File: src/sv/clnw_pkg.sv
// clnw_pkg: shared types and constants of the character lcd nibble writer
// request and result structs, opcodes, register indexes, lcd command bytes, step codes
// no dependencies
package clnw_pkg;

  typedef struct packed {
    logic [2:0] opcode;
    logic [7:0] byte_value;
    logic [3:0] column;
    logic       row;
  } in_item_t;

  typedef struct packed {
    logic        reg_select;
    logic [3:0]  nibble;
    logic [15:0] wait_before_us;
    logic [15:0] wait_after_us;
    logic        last;
  } out_item_t;

  typedef struct packed {
    logic        init_seq;
    logic        clear_seq;
    logic        line_cmd;
    logic [7:0]  line_byte;
    logic        final_en;
    logic        final_rs;
    logic [7:0]  final_byte;
  } job_t;

  typedef struct packed {
    logic [14:0] settle_wait_us;
    logic [14:0] home_wait_us;
    logic [15:0] power_up_wait_us;
  } cfg_t;

  localparam logic [2:0] OP_COMMAND  = 3'd0;
  localparam logic [2:0] OP_CHAR     = 3'd1;
  localparam logic [2:0] OP_LOCATION = 3'd2;
  localparam logic [2:0] OP_RAW      = 3'd3;
  localparam logic [2:0] OP_CLEAR    = 3'd4;

  localparam int CFG_INDEX_W = 2;
  localparam int CFG_DATA_W  = 16;
  localparam logic [CFG_INDEX_W-1:0] REG_ENABLE_PULSE = 2'd0;
  localparam logic [CFG_INDEX_W-1:0] REG_SETTLE_WAIT  = 2'd1;
  localparam logic [CFG_INDEX_W-1:0] REG_HOME_WAIT    = 2'd2;
  localparam logic [CFG_INDEX_W-1:0] REG_POWER_UP     = 2'd3;

  localparam logic [14:0] SETTLE_WAIT_RESET = 15'd100;
  localparam logic [14:0] HOME_WAIT_RESET   = 15'd1900;
  localparam logic [15:0] POWER_UP_RESET    = 16'd15000;

  localparam logic [7:0] CMD_CLEAR   = 8'h01;
  localparam logic [7:0] CMD_HOME    = 8'h02;
  localparam logic [7:0] CMD_LINE1   = 8'h80;
  localparam logic [7:0] CMD_LINE2   = 8'hC0;
  localparam logic [7:0] CMD_INIT8   = 8'h33;
  localparam logic [7:0] CMD_INIT4   = 8'h32;
  localparam logic [7:0] CMD_FUNC    = 8'h28;
  localparam logic [7:0] CMD_DISP_ON = 8'h0E;
  localparam logic [7:0] CMD_INC     = 8'h06;
  localparam logic [7:0] CMD_DEC     = 8'h04;
  localparam logic [7:0] CMD_SHIFT_L = 8'h07;
  localparam logic [7:0] CMD_SHIFT_R = 8'h05;

  localparam int STEP_COUNT = 11;
  localparam int STEP_W     = 4;
  localparam logic [STEP_W-1:0] STEP_INIT8      = 4'd0;
  localparam logic [STEP_W-1:0] STEP_INIT4      = 4'd1;
  localparam logic [STEP_W-1:0] STEP_FUNC       = 4'd2;
  localparam logic [STEP_W-1:0] STEP_DISP_ON    = 4'd3;
  localparam logic [STEP_W-1:0] STEP_ENTRY      = 4'd4;
  localparam logic [STEP_W-1:0] STEP_INIT_CLEAR = 4'd5;
  localparam logic [STEP_W-1:0] STEP_INIT_HOME  = 4'd6;
  localparam logic [STEP_W-1:0] STEP_CLEAR      = 4'd7;
  localparam logic [STEP_W-1:0] STEP_HOME       = 4'd8;
  localparam logic [STEP_W-1:0] STEP_LINE       = 4'd9;
  localparam logic [STEP_W-1:0] STEP_FINAL      = 4'd10;

endpackage

File: src/sv/clnw_fifo.sv
// clnw_fifo: small register queue with full and empty flags
// generic width and depth, used between the front, the back and the result port
// no dependencies
module clnw_fifo #(
  parameter int WIDTH = 8,
  parameter int DEPTH = 2
) (
  input  logic             clk,
  input  logic             rst,
  input  logic             wr_en,
  input  logic [WIDTH-1:0] wr_data,
  output logic             full,
  input  logic             rd_en,
  output logic [WIDTH-1:0] rd_data,
  output logic             empty
);

  localparam int PtrW = (DEPTH > 1) ? $clog2(DEPTH) : 1;
  localparam int CntW = $clog2(DEPTH + 1);

  logic [WIDTH-1:0] mem [DEPTH];
  logic [PtrW-1:0]  wr_ptr;
  logic [PtrW-1:0]  rd_ptr;
  logic [CntW-1:0]  count;
  logic             do_wr;
  logic             do_rd;

  assign full    = (count == CntW'(DEPTH));
  assign empty   = (count == '0);
  assign do_wr   = wr_en && !full;
  assign do_rd   = rd_en && !empty;
  assign rd_data = mem[rd_ptr];

  always_ff @(posedge clk) begin
    if (do_wr) begin
      mem[wr_ptr] <= wr_data;
    end
  end

  always_ff @(posedge clk) begin
    if (rst) begin
      wr_ptr <= '0;
      rd_ptr <= '0;
      count  <= '0;
    end else begin
      if (do_wr) begin
        wr_ptr <= (wr_ptr == PtrW'(DEPTH - 1)) ? '0 : wr_ptr + PtrW'(1);
      end
      if (do_rd) begin
        rd_ptr <= (rd_ptr == PtrW'(DEPTH - 1)) ? '0 : rd_ptr + PtrW'(1);
      end
      if (do_wr && !do_rd) begin
        count <= count + CntW'(1);
      end else if (do_rd && !do_wr) begin
        count <= count - CntW'(1);
      end
    end
  end

endmodule

File: src/sv/clnw_front.sv
// clnw_front: accepts requests, tracks init, cursor and direction state
// turns each request of opcode 0-4 into a job descriptor of byte steps for the back
// depends on clnw_pkg
module clnw_front
  import clnw_pkg::*;
#(
  parameter int LINE_LENGTH = 16
) (
  input  logic     clk,
  input  logic     rst,
  input  logic     push,
  input  in_item_t in_item,
  output logic     full,
  input  logic     job_full,
  output logic     job_push,
  output job_t     job
);

  function automatic logic [255:0] stride_mask(input int stride);
    logic [255:0] m;
    m = '0;
    for (int k = 0; k < 256; k += stride) begin
      m[k] = 1'b1;
    end
    return m;
  endfunction

  localparam logic [255:0] SpanMask = stride_mask(2 * LINE_LENGTH);
  localparam logic [255:0] LineMask = stride_mask(LINE_LENGTH);

  logic       initialized;
  logic       initialized_next;
  logic [7:0] cursor_count;
  logic [7:0] cursor_count_next;
  logic       cursor_decrement;
  logic       cursor_decrement_next;
  logic       accept;
  logic       need_init;
  logic [7:0] count_eff;
  logic       dec_eff;

  assign full   = job_full;
  assign accept = push && !full;

  always_comb begin
    need_init = !initialized && ((in_item.opcode == OP_CHAR) ||
                (in_item.opcode == OP_LOCATION) || (in_item.opcode == OP_RAW));
    count_eff = need_init ? 8'd0 : cursor_count;
    dec_eff   = need_init ? 1'b0 : cursor_decrement;

    initialized_next      = initialized;
    cursor_count_next     = cursor_count;
    cursor_decrement_next = cursor_decrement;
    job                   = '0;
    job_push              = 1'b0;
    job.init_seq          = need_init;

    if (accept) begin
      case (in_item.opcode)
        OP_COMMAND: begin
          job_push       = 1'b1;
          job.final_en   = 1'b1;
          job.final_byte = in_item.byte_value;
          if ((in_item.byte_value == CMD_INC) || (in_item.byte_value == CMD_SHIFT_L)) begin
            cursor_decrement_next = 1'b0;
          end
          if ((in_item.byte_value == CMD_DEC) || (in_item.byte_value == CMD_SHIFT_R)) begin
            cursor_decrement_next = 1'b1;
          end
        end
        OP_CHAR: begin
          job_push       = 1'b1;
          job.final_en   = 1'b1;
          job.final_rs   = 1'b1;
          job.final_byte = in_item.byte_value;
          if (SpanMask[count_eff]) begin
            job.clear_seq = 1'b1;
            job.line_cmd  = 1'b1;
            job.line_byte = CMD_LINE1;
          end else if (LineMask[count_eff]) begin
            job.line_cmd  = 1'b1;
            job.line_byte = CMD_LINE2;
          end
          initialized_next      = 1'b1;
          cursor_decrement_next = dec_eff;
          cursor_count_next     = dec_eff ? count_eff - 8'd1 : count_eff + 8'd1;
        end
        OP_LOCATION: begin
          job_push       = 1'b1;
          job.final_en   = 1'b1;
          job.final_byte = CMD_LINE1 | {1'b0, in_item.row, 2'b00, in_item.column};
          initialized_next      = 1'b1;
          cursor_decrement_next = dec_eff;
          cursor_count_next     = in_item.row ? 8'(LINE_LENGTH) + {4'd0, in_item.column}
                                              : {4'd0, in_item.column};
        end
        OP_RAW: begin
          job_push       = 1'b1;
          job.final_en   = 1'b1;
          job.final_rs   = 1'b1;
          job.final_byte = in_item.byte_value;
          initialized_next      = 1'b1;
          cursor_decrement_next = dec_eff;
          cursor_count_next     = count_eff;
        end
        OP_CLEAR: begin
          job_push          = 1'b1;
          job.clear_seq     = 1'b1;
          cursor_count_next = 8'd0;
        end
        default: begin
          job_push = 1'b0;
        end
      endcase
    end
  end

  always_ff @(posedge clk) begin
    if (rst) begin
      initialized      <= 1'b0;
      cursor_count     <= 8'd0;
      cursor_decrement <= 1'b0;
    end else begin
      initialized      <= initialized_next;
      cursor_count     <= cursor_count_next;
      cursor_decrement <= cursor_decrement_next;
    end
  end

endmodule

File: src/sv/clnw_back.sv
// clnw_back: walks the byte steps of one job, one nibble strobe per cycle while out_full is low
// fills in register select, nibble and wait times from the timing registers
// depends on clnw_pkg
module clnw_back
  import clnw_pkg::*;
(
  input  logic      clk,
  input  logic      rst,
  input  cfg_t      cfg,
  input  logic      job_empty,
  input  job_t      job,
  output logic      job_pop,
  input  logic      out_full,
  output logic      out_push,
  output out_item_t out_item
);

  logic                  busy;
  logic                  busy_next;
  logic                  half;
  logic                  half_next;
  logic [STEP_COUNT-1:0] mask;
  logic [STEP_COUNT-1:0] mask_next;
  logic [STEP_COUNT-1:0] mask_rest;
  logic [7:0]            line_byte;
  logic                  final_rs;
  logic [7:0]            final_byte;
  logic [STEP_W-1:0]     step;
  logic [7:0]            cur_byte;
  logic                  home_step;
  logic [16:0]           after_sum;
  logic                  finishing;

  always_comb begin
    step = '0;
    for (int i = STEP_COUNT - 1; i >= 0; i--) begin
      if (mask[i]) begin
        step = STEP_W'(i);
      end
    end
  end

  always_comb begin
    case (step)
      STEP_INIT8:      cur_byte = CMD_INIT8;
      STEP_INIT4:      cur_byte = CMD_INIT4;
      STEP_FUNC:       cur_byte = CMD_FUNC;
      STEP_DISP_ON:    cur_byte = CMD_DISP_ON;
      STEP_ENTRY:      cur_byte = CMD_INC;
      STEP_INIT_CLEAR: cur_byte = CMD_CLEAR;
      STEP_INIT_HOME:  cur_byte = CMD_HOME;
      STEP_CLEAR:      cur_byte = CMD_CLEAR;
      STEP_HOME:       cur_byte = CMD_HOME;
      STEP_LINE:       cur_byte = line_byte;
      STEP_FINAL:      cur_byte = final_byte;
      default:         cur_byte = 8'd0;
    endcase
  end

  always_comb begin
    home_step = (step == STEP_INIT_HOME) || (step == STEP_HOME);
    mask_rest = mask & ~(STEP_COUNT'(1) << step);
    after_sum = {2'b00, cfg.settle_wait_us} +
                (home_step ? {1'b0, cfg.home_wait_us, 1'b0} : 17'd0);

    out_push = busy && !out_full;
    out_item.reg_select = (step == STEP_FINAL) ? final_rs : 1'b0;
    if (!half) begin
      out_item.nibble         = cur_byte[7:4];
      out_item.wait_before_us = (step == STEP_INIT8) ? cfg.power_up_wait_us : 16'd0;
      out_item.wait_after_us  = 16'd0;
      out_item.last           = 1'b0;
    end else begin
      out_item.nibble         = cur_byte[3:0];
      out_item.wait_before_us = 16'd0;
      out_item.wait_after_us  = after_sum[16] ? 16'hFFFF : after_sum[15:0];
      out_item.last           = (mask_rest == '0);
    end

    finishing = out_push && half && (mask_rest == '0);
    job_pop   = !job_empty && (!busy || finishing);

    busy_next = busy;
    half_next = half;
    mask_next = mask;
    if (out_push) begin
      half_next = !half;
      if (half) begin
        mask_next = mask_rest;
      end
    end
    if (finishing) begin
      busy_next = 1'b0;
    end
    if (job_pop) begin
      busy_next = 1'b1;
      half_next = 1'b0;
      mask_next = {job.final_en, job.line_cmd, job.clear_seq, job.clear_seq,
                   {7{job.init_seq}}};
    end
  end

  always_ff @(posedge clk) begin
    if (job_pop) begin
      line_byte  <= job.line_byte;
      final_rs   <= job.final_rs;
      final_byte <= job.final_byte;
    end
  end

  always_ff @(posedge clk) begin
    if (rst) begin
      busy <= 1'b0;
      half <= 1'b0;
      mask <= '0;
    end else begin
      busy <= busy_next;
      half <= half_next;
      mask <= mask_next;
    end
  end

endmodule

File: src/sv/char_lcd_nibble_writer_top.sv
// char_lcd_nibble_writer_top: 4-bit character lcd writer, request queue in, strobe queue out
// usage: push a request when full is low; each request of opcode 0-4 yields 2 to 22 strobes,
//   taken with pop while empty is low; the final strobe of a request has last set
// a front stage classifies requests and keeps init, cursor and direction state;
//   a job queue decouples it from the back stage, which emits one strobe per cycle while
//   the result queue has room, so requests are taken while earlier results wait
// throughput: one strobe per cycle from the back stage's step sequencer while the result
//   queue has room; two strobes per byte, so 2 strobes for a command and up to 22
//   for a first character with init
// when pop stalls, the result queue fills, the back stage holds, the job queue fills
//   and then full rises; nothing is lost
// reset clears all queues, the init and cursor state, and loads the default timing
// configuration: cfg_write with cfg_index and cfg_data, only while idle
// depends on clnw_pkg, clnw_fifo, clnw_front, clnw_back
module char_lcd_nibble_writer_top
  import clnw_pkg::*;
#(
  parameter int LINE_LENGTH = 16,
  parameter int JOB_DEPTH   = 2,
  parameter int OUT_DEPTH   = 2
) (
  input  logic                   clk,
  input  logic                   rst,
  input  logic                   push,
  output logic                   full,
  input  in_item_t               in_item,
  output logic                   empty,
  input  logic                   pop,
  output out_item_t              out_item,
  input  logic                   cfg_write,
  input  logic [CFG_INDEX_W-1:0] cfg_index,
  input  logic [CFG_DATA_W-1:0]  cfg_data
);

  cfg_t      cfg;
  logic      job_push;
  job_t      job_in;
  logic      job_full;
  logic      job_pop;
  logic      job_empty;
  job_t      job_head;
  logic      strb_push;
  out_item_t strb;
  logic      strb_full;

  // writes to the enable pulse register are not stored by this block
  always_ff @(posedge clk) begin
    if (rst) begin
      cfg.settle_wait_us   <= SETTLE_WAIT_RESET;
      cfg.home_wait_us     <= HOME_WAIT_RESET;
      cfg.power_up_wait_us <= POWER_UP_RESET;
    end else if (cfg_write) begin
      case (cfg_index)
        REG_SETTLE_WAIT: cfg.settle_wait_us   <= cfg_data[14:0];
        REG_HOME_WAIT:   cfg.home_wait_us     <= cfg_data[14:0];
        REG_POWER_UP:    cfg.power_up_wait_us <= cfg_data;
        default: begin
        end
      endcase
    end
  end

  clnw_front #(
    .LINE_LENGTH(LINE_LENGTH)
  ) u_front (
    .clk      (clk),
    .rst      (rst),
    .push     (push),
    .in_item  (in_item),
    .full     (full),
    .job_full (job_full),
    .job_push (job_push),
    .job      (job_in)
  );

  clnw_fifo #(
    .WIDTH($bits(job_t)),
    .DEPTH(JOB_DEPTH)
  ) u_job_q (
    .clk     (clk),
    .rst     (rst),
    .wr_en   (job_push),
    .wr_data (job_in),
    .full    (job_full),
    .rd_en   (job_pop),
    .rd_data (job_head),
    .empty   (job_empty)
  );

  clnw_back u_back (
    .clk       (clk),
    .rst       (rst),
    .cfg       (cfg),
    .job_empty (job_empty),
    .job       (job_head),
    .job_pop   (job_pop),
    .out_full  (strb_full),
    .out_push  (strb_push),
    .out_item  (strb)
  );

  clnw_fifo #(
    .WIDTH($bits(out_item_t)),
    .DEPTH(OUT_DEPTH)
  ) u_out_q (
    .clk     (clk),
    .rst     (rst),
    .wr_en   (strb_push),
    .wr_data (strb),
    .full    (strb_full),
    .rd_en   (pop),
    .rd_data (out_item),
    .empty   (empty)
  );

  a_no_strobe_into_full: assert property (@(posedge clk) disable iff (rst)
    !(strb_push && strb_full))
    else $error("strobe pushed into a full result queue");

  a_no_job_pop_empty: assert property (@(posedge clk) disable iff (rst)
    !(job_pop && job_empty))
    else $error("job taken from an empty job queue");

  a_power_up_on_high_nibble: assert property (@(posedge clk) disable iff (rst)
    (strb_push && (strb.wait_before_us != 16'd0)) |->
      (!strb.reg_select && (strb.wait_after_us == 16'd0) && !strb.last))
    else $error("power-up wait on a strobe other than the first init high nibble");

  a_last_then_new_job: assert property (@(posedge clk) disable iff (rst)
    (strb_push && strb.last) |=> !(strb_push && strb.wait_after_us != 16'd0 &&
      $past(strb_push) && $past(strb.last) && $past(job_empty)))
    else $error("strobe emitted after the last strobe with no job loaded");

endmodule

File: config.mk
export PLATFORM = sky130hd
export DESIGN_NAME = char_lcd_nibble_writer_top
export DESIGN_NICKNAME = d
export VERILOG_FILES = /design/src/sv/clnw_pkg.sv /design/src/sv/clnw_fifo.sv /design/src/sv/clnw_front.sv /design/src/sv/clnw_back.sv /design/src/sv/char_lcd_nibble_writer_top.sv
export SDC_FILE = /design/constraint.sdc
export NUM_CORES = 1
export LEC_CHECK = 0
export ABC_CLOCK_PERIOD_IN_PS = 5000
export BUFFER_PORTS_ARGS = -buffer_cell sky130_fd_sc_hd__buf_2
export CAP_MARGIN = 30
export CELL_PAD_IN_SITES_DETAIL_PLACEMENT = 1
export CELL_PAD_IN_SITES_GLOBAL_PLACEMENT = 2
export CORE_ASPECT_RATIO = 1.1
export CORE_UTILIZATION = 39
export CTS_CLUSTER_SIZE = 20
export DETAILED_ROUTE_END_ITERATION = 10
export PLACE_DENSITY = 0.86
export SLEW_MARGIN = 20
export SYNTH_ARGS = -nofsm -noshare
export SYNTH_HDL_FRONTEND = slang
export SYNTH_SLANG_ARGS = --single-unit
File: constraint.sdc
create_clock -name clk -period 5 [get_ports clk]
set_input_delay 1 -clock clk [delete_from_list [all_inputs] [get_ports clk]]
set_output_delay 1 -clock clk [all_outputs]
set_load 0.1 [all_outputs]
==> summary.txt <==
Outcome
  – Status: complete, no violations

STA
  – Hold slack final: between 0.4 and 0.5 ns
  – Tcrit/Tclk final: approximately 91%
  – Final count of negative-setup-slack endpoints: 0
  – Setup TNS: 0 ns
  – Crit path time final: 4.57 ns
  – Clk_skew: 0.0152 ns
  – Unrepaired setup endpoints after global routing: false
  – Slew @ Worst Pin: 0.781 ns
  – Final hold vios: 0
  – Max Fclk: 0.219 GHz
  – Slew margin rel.: 47.7%
  – Slew Limit Fails: 0

Synthesis
  – Synth area leaders: edfxtp_1 39%, dfxtp_1 17%, mux2_2 6.3%
  – Syn Inst Count: 805
  – Syn_nets: 865
  – Synth area leader: edfxtp_1
  – Top-area cell type share of the netlist area: 39.3%
  – Post-synth EDFFs: 115
  – Avg Cell Area, Syn: 10.9 um^2
  – Main synth FF type: edfxtp_1
  – Asr flop ratio synth: 0%
  – FF+latch count, synth: 191
  – Mapped Area: 8790 um^2
  – Sequential share of the synthesized area: between 50% and 60%
  – YS warnings: 0
  – Synth cell types: 66

Finish
  – Filler cells: 2447
  – Fin nets: 935
  – Area grow syn2layout: 15.3%
  – ANT cells: 0
  – Fin util: 45.8%
  – Layout cell share with drive strength beyond 1: 22.1%
  – Design Area, Final: 10100 um^2

Setup path
  – Critical Path Start: u_back.mask[1]
  – Setup crit start kind: flip-flop
  – Crit path top cell by count: o21ai_1
  – CP max stage cell: or4_4
  – Critical setup path kind: reg -> reg
  – Worst-path cell chain: or4_4 -> or3_1 -> o21ai_1 -> and2_1 -> ha_1 -> and3_1 -> a221o_1 -> a31o_2 -> a211o_1 -> a21o_1 -> a31oi_4 -> buf_4 -> o21ai_1
  – Worst R2R Start: u_back.mask[1]
  – Data arrival, critical path: between 4 and 5 ns
  – Slowest stage delay, CP: between 0.5 and 0.6 ns
  – Buf/Inv on CP: 1
  – Req. time, crit path: between 5 and 6 ns
  – Worst setup EP type: flip-flop
  – Flop-to-flop setup slack: around 0.43 ns
  – CP max FO: 14
  – Top delay family on crit path: compound AO/OA/AOI/OAI gates

Clock network
  – CTS H-tree lvls: 4
  – CTS max path bufs: 2
  – Clk root buf: clkbuf_16
  – Postcts setup bufs: 0
  – Post-CTS Resized: 0
  – CTS buffer count: 17
  – CTS sink cnt: 191
  – CTS Hold Bufs: 0
  – Clk_lat worst skew: 0.44 ns
  – CTS tree: done
  – Clk slew on worst S/H paths: 0.07 ns

Floorplanning
  – Core area: 22100 um^2
  – Die X: 145 um
  – Die Ht: around 160 um
  – Starting Density: 39.8%
  – IO Pins: between 70 and 80
  – Die area: 23100 um^2
  – Cell Rows: between 50 and 60

Min path
  – Hold Crit Class: reg -> reg
  – Min-delay src: cfg[0]

GRT
  – Antenna violations before repair: 0
  – GRT Total Usage: 18.9%
  – First-pass GRT wire length: about 34000 um
  – Vias in the first global route: 6518
  – Total gr overflow: 0
  – Largest net degree at the start of global routing: 52

Detailed routing
  – Vias per inst: 5.22
  – Drc violations: 0
  – Pre-antenna DRT Iters: 4
  – Post-route ant nets: 0
  – Starting DRC count in detailed routing: 206
  – Final WL: around 21000 um
  – DR vias: approximately 6200
  – Routed WL per cell: around 18 um

Place
  – Placed cell area: 9490 um^2
  – PortBufs: 78
  – DP HPWL: 15100 um
  – GPL Wtd Cong: 0.827

Power
  – IR drop worst, VDD: 0.331 mV
  – Leakage: between 3 and 4 nW
  – Power per Cell Area: just under 700 nW/um^2

Run
  – MaxCap Viol Count: 0
## registers in the layout, indices dropped and copies added (netlist names), named ones only
name	flops
cfg	46
u_back.busy	1
u_back.final_byte	8
u_back.final_rs	1
u_back.half	1
u_back.line_byte	2
u_back.mask	11
u_front.cursor_count	5
u_front.cursor_decrement	1
u_front.initialized	1
u_job_q.count	2
u_job_q.mem	28
u_job_q.rd_ptr	1
u_job_q.wr_ptr	1
u_out_q.count	2
u_out_q.mem	76
u_out_q.rd_ptr	1
u_out_q.wr_ptr	1
## layer usage
| metal | part of all wire, % | up-vias | GRT usage [%] |
|---|---|---|---|
| met5 | 0 | - | 0 |
| met4 | 1.0 | 0 | 5.79 |
| li1 | - | 3035 | - |
| met2 | 49 | 90 | 32.5 |
| met1 | 47 | 3042 | 24.4 |
| met3 | 2.8 | 14 | 2.95 |
## cells in the mapped netlist (4+ instances only)
| master | instances |
|---|---|
| o21ai_2 | 8 |
| xnor2_1 | 8 |
| a211o_1 | 4 |
| nand2_1 | 145 |
| nand2b_1 | 8 |
| nor2_1 | 31 |
| nor3_1 | 8 |
| nor2b_1 | 8 |
| o31ai_1 | 5 |
| mux2_2 | 49 |
| and3_1 | 13 |
| or3_1 | 7 |
| edfxtp_1 | 115 |
| nand3_1 | 27 |
| mux2i_1 | 5 |
| xor2_1 | 15 |
| ha_1 | 19 |
| a21oi_1 | 60 |
| o211ai_1 | 4 |
| o21ai_1 | 16 |
| a221oi_1 | 4 |
| and2_1 | 35 |
| a21o_1 | 6 |
| dfxtp_1 | 76 |
| inv_1 | 18 |
| o21ai_0 | 15 |
| clkbuf_1 | 31 |
| a221o_1 | 4 |
## placed cells by master (no fill, tap or decap), drive strengths merged, types with 27 or more instances in the layout
master  count
mux2       49
dfxtp      76
a21oi      61
nand3      27
and2       35
o21ai      39
buf        89
edfxtp    115
nand2     145
nor2       31
## metrics by stage
step / instances / power, mW / worst slack [ns]
floorplan: 805 / 4.91 / 0.891
global placement: 1148 / 5.56 / 0.558
detailed placement: 1149 / 5.65 / 0.440
CTS: 1181 / 7.04 / 0.396
global route: 1183 / 7.33 / 0.177
finish: 1183 / 7.00 / 0.432
## where the power goes
part	switching, mW	internal [mW]	total [mW]	leakage, nW
combinational	2.37	0.871	3.25	1.98
clock	0.663	0.716	1.38	0.288
sequential	0.215	2.16	2.38	1.70
## area by class of cell
type	instances	area [um^2]	area share [%]
sequential	191	4980	49.1
clock buffer	17	425	4.20
clock inverter	15	178	1.75
tap	295	369	3.64
multi-input combinational	557	3600	35.5
inverter	19	71.3	0.704
timing repair buffer	89	518	5.11
## worst register-to-register path, cell delays in order, from the launching register on
cell and delay [ns]:
dfxtp_1 0.45, or4_4 0.59, or3_1 0.37, o21ai_1 0.51
and2_1 0.22, ha_1 0.28, and3_1 0.21, a221o_1 0.35
a31o_2 0.28, a211o_1 0.26, a21o_1 0.23, a31oi_4 0.16
buf_4 0.25, o21ai_1 0.13
## worst paths after layout
check / end / depth (start not counted)
worst min-delay path: cfg[0] / 2
worst max register to register: u_out_q.mem[1][4] / 13
worst min register to register: cfg[0] / 2
worst max-delay path: u_out_q.mem[1][4] / 13
## kinds of logic (layout without fill, tap and decap cells)
group	Yosys count	in the layout	synth area share (%)
simple gates	299	299	16.3
flops	191	191	56.6
compound gates	159	159	12.1
buf+inv	57	140	2.59
mux	54	54	6.85
xor+xnor	23	23	2.29
fa+ha+maj	22	22	3.29
Power figures use the tool's default switching activity.
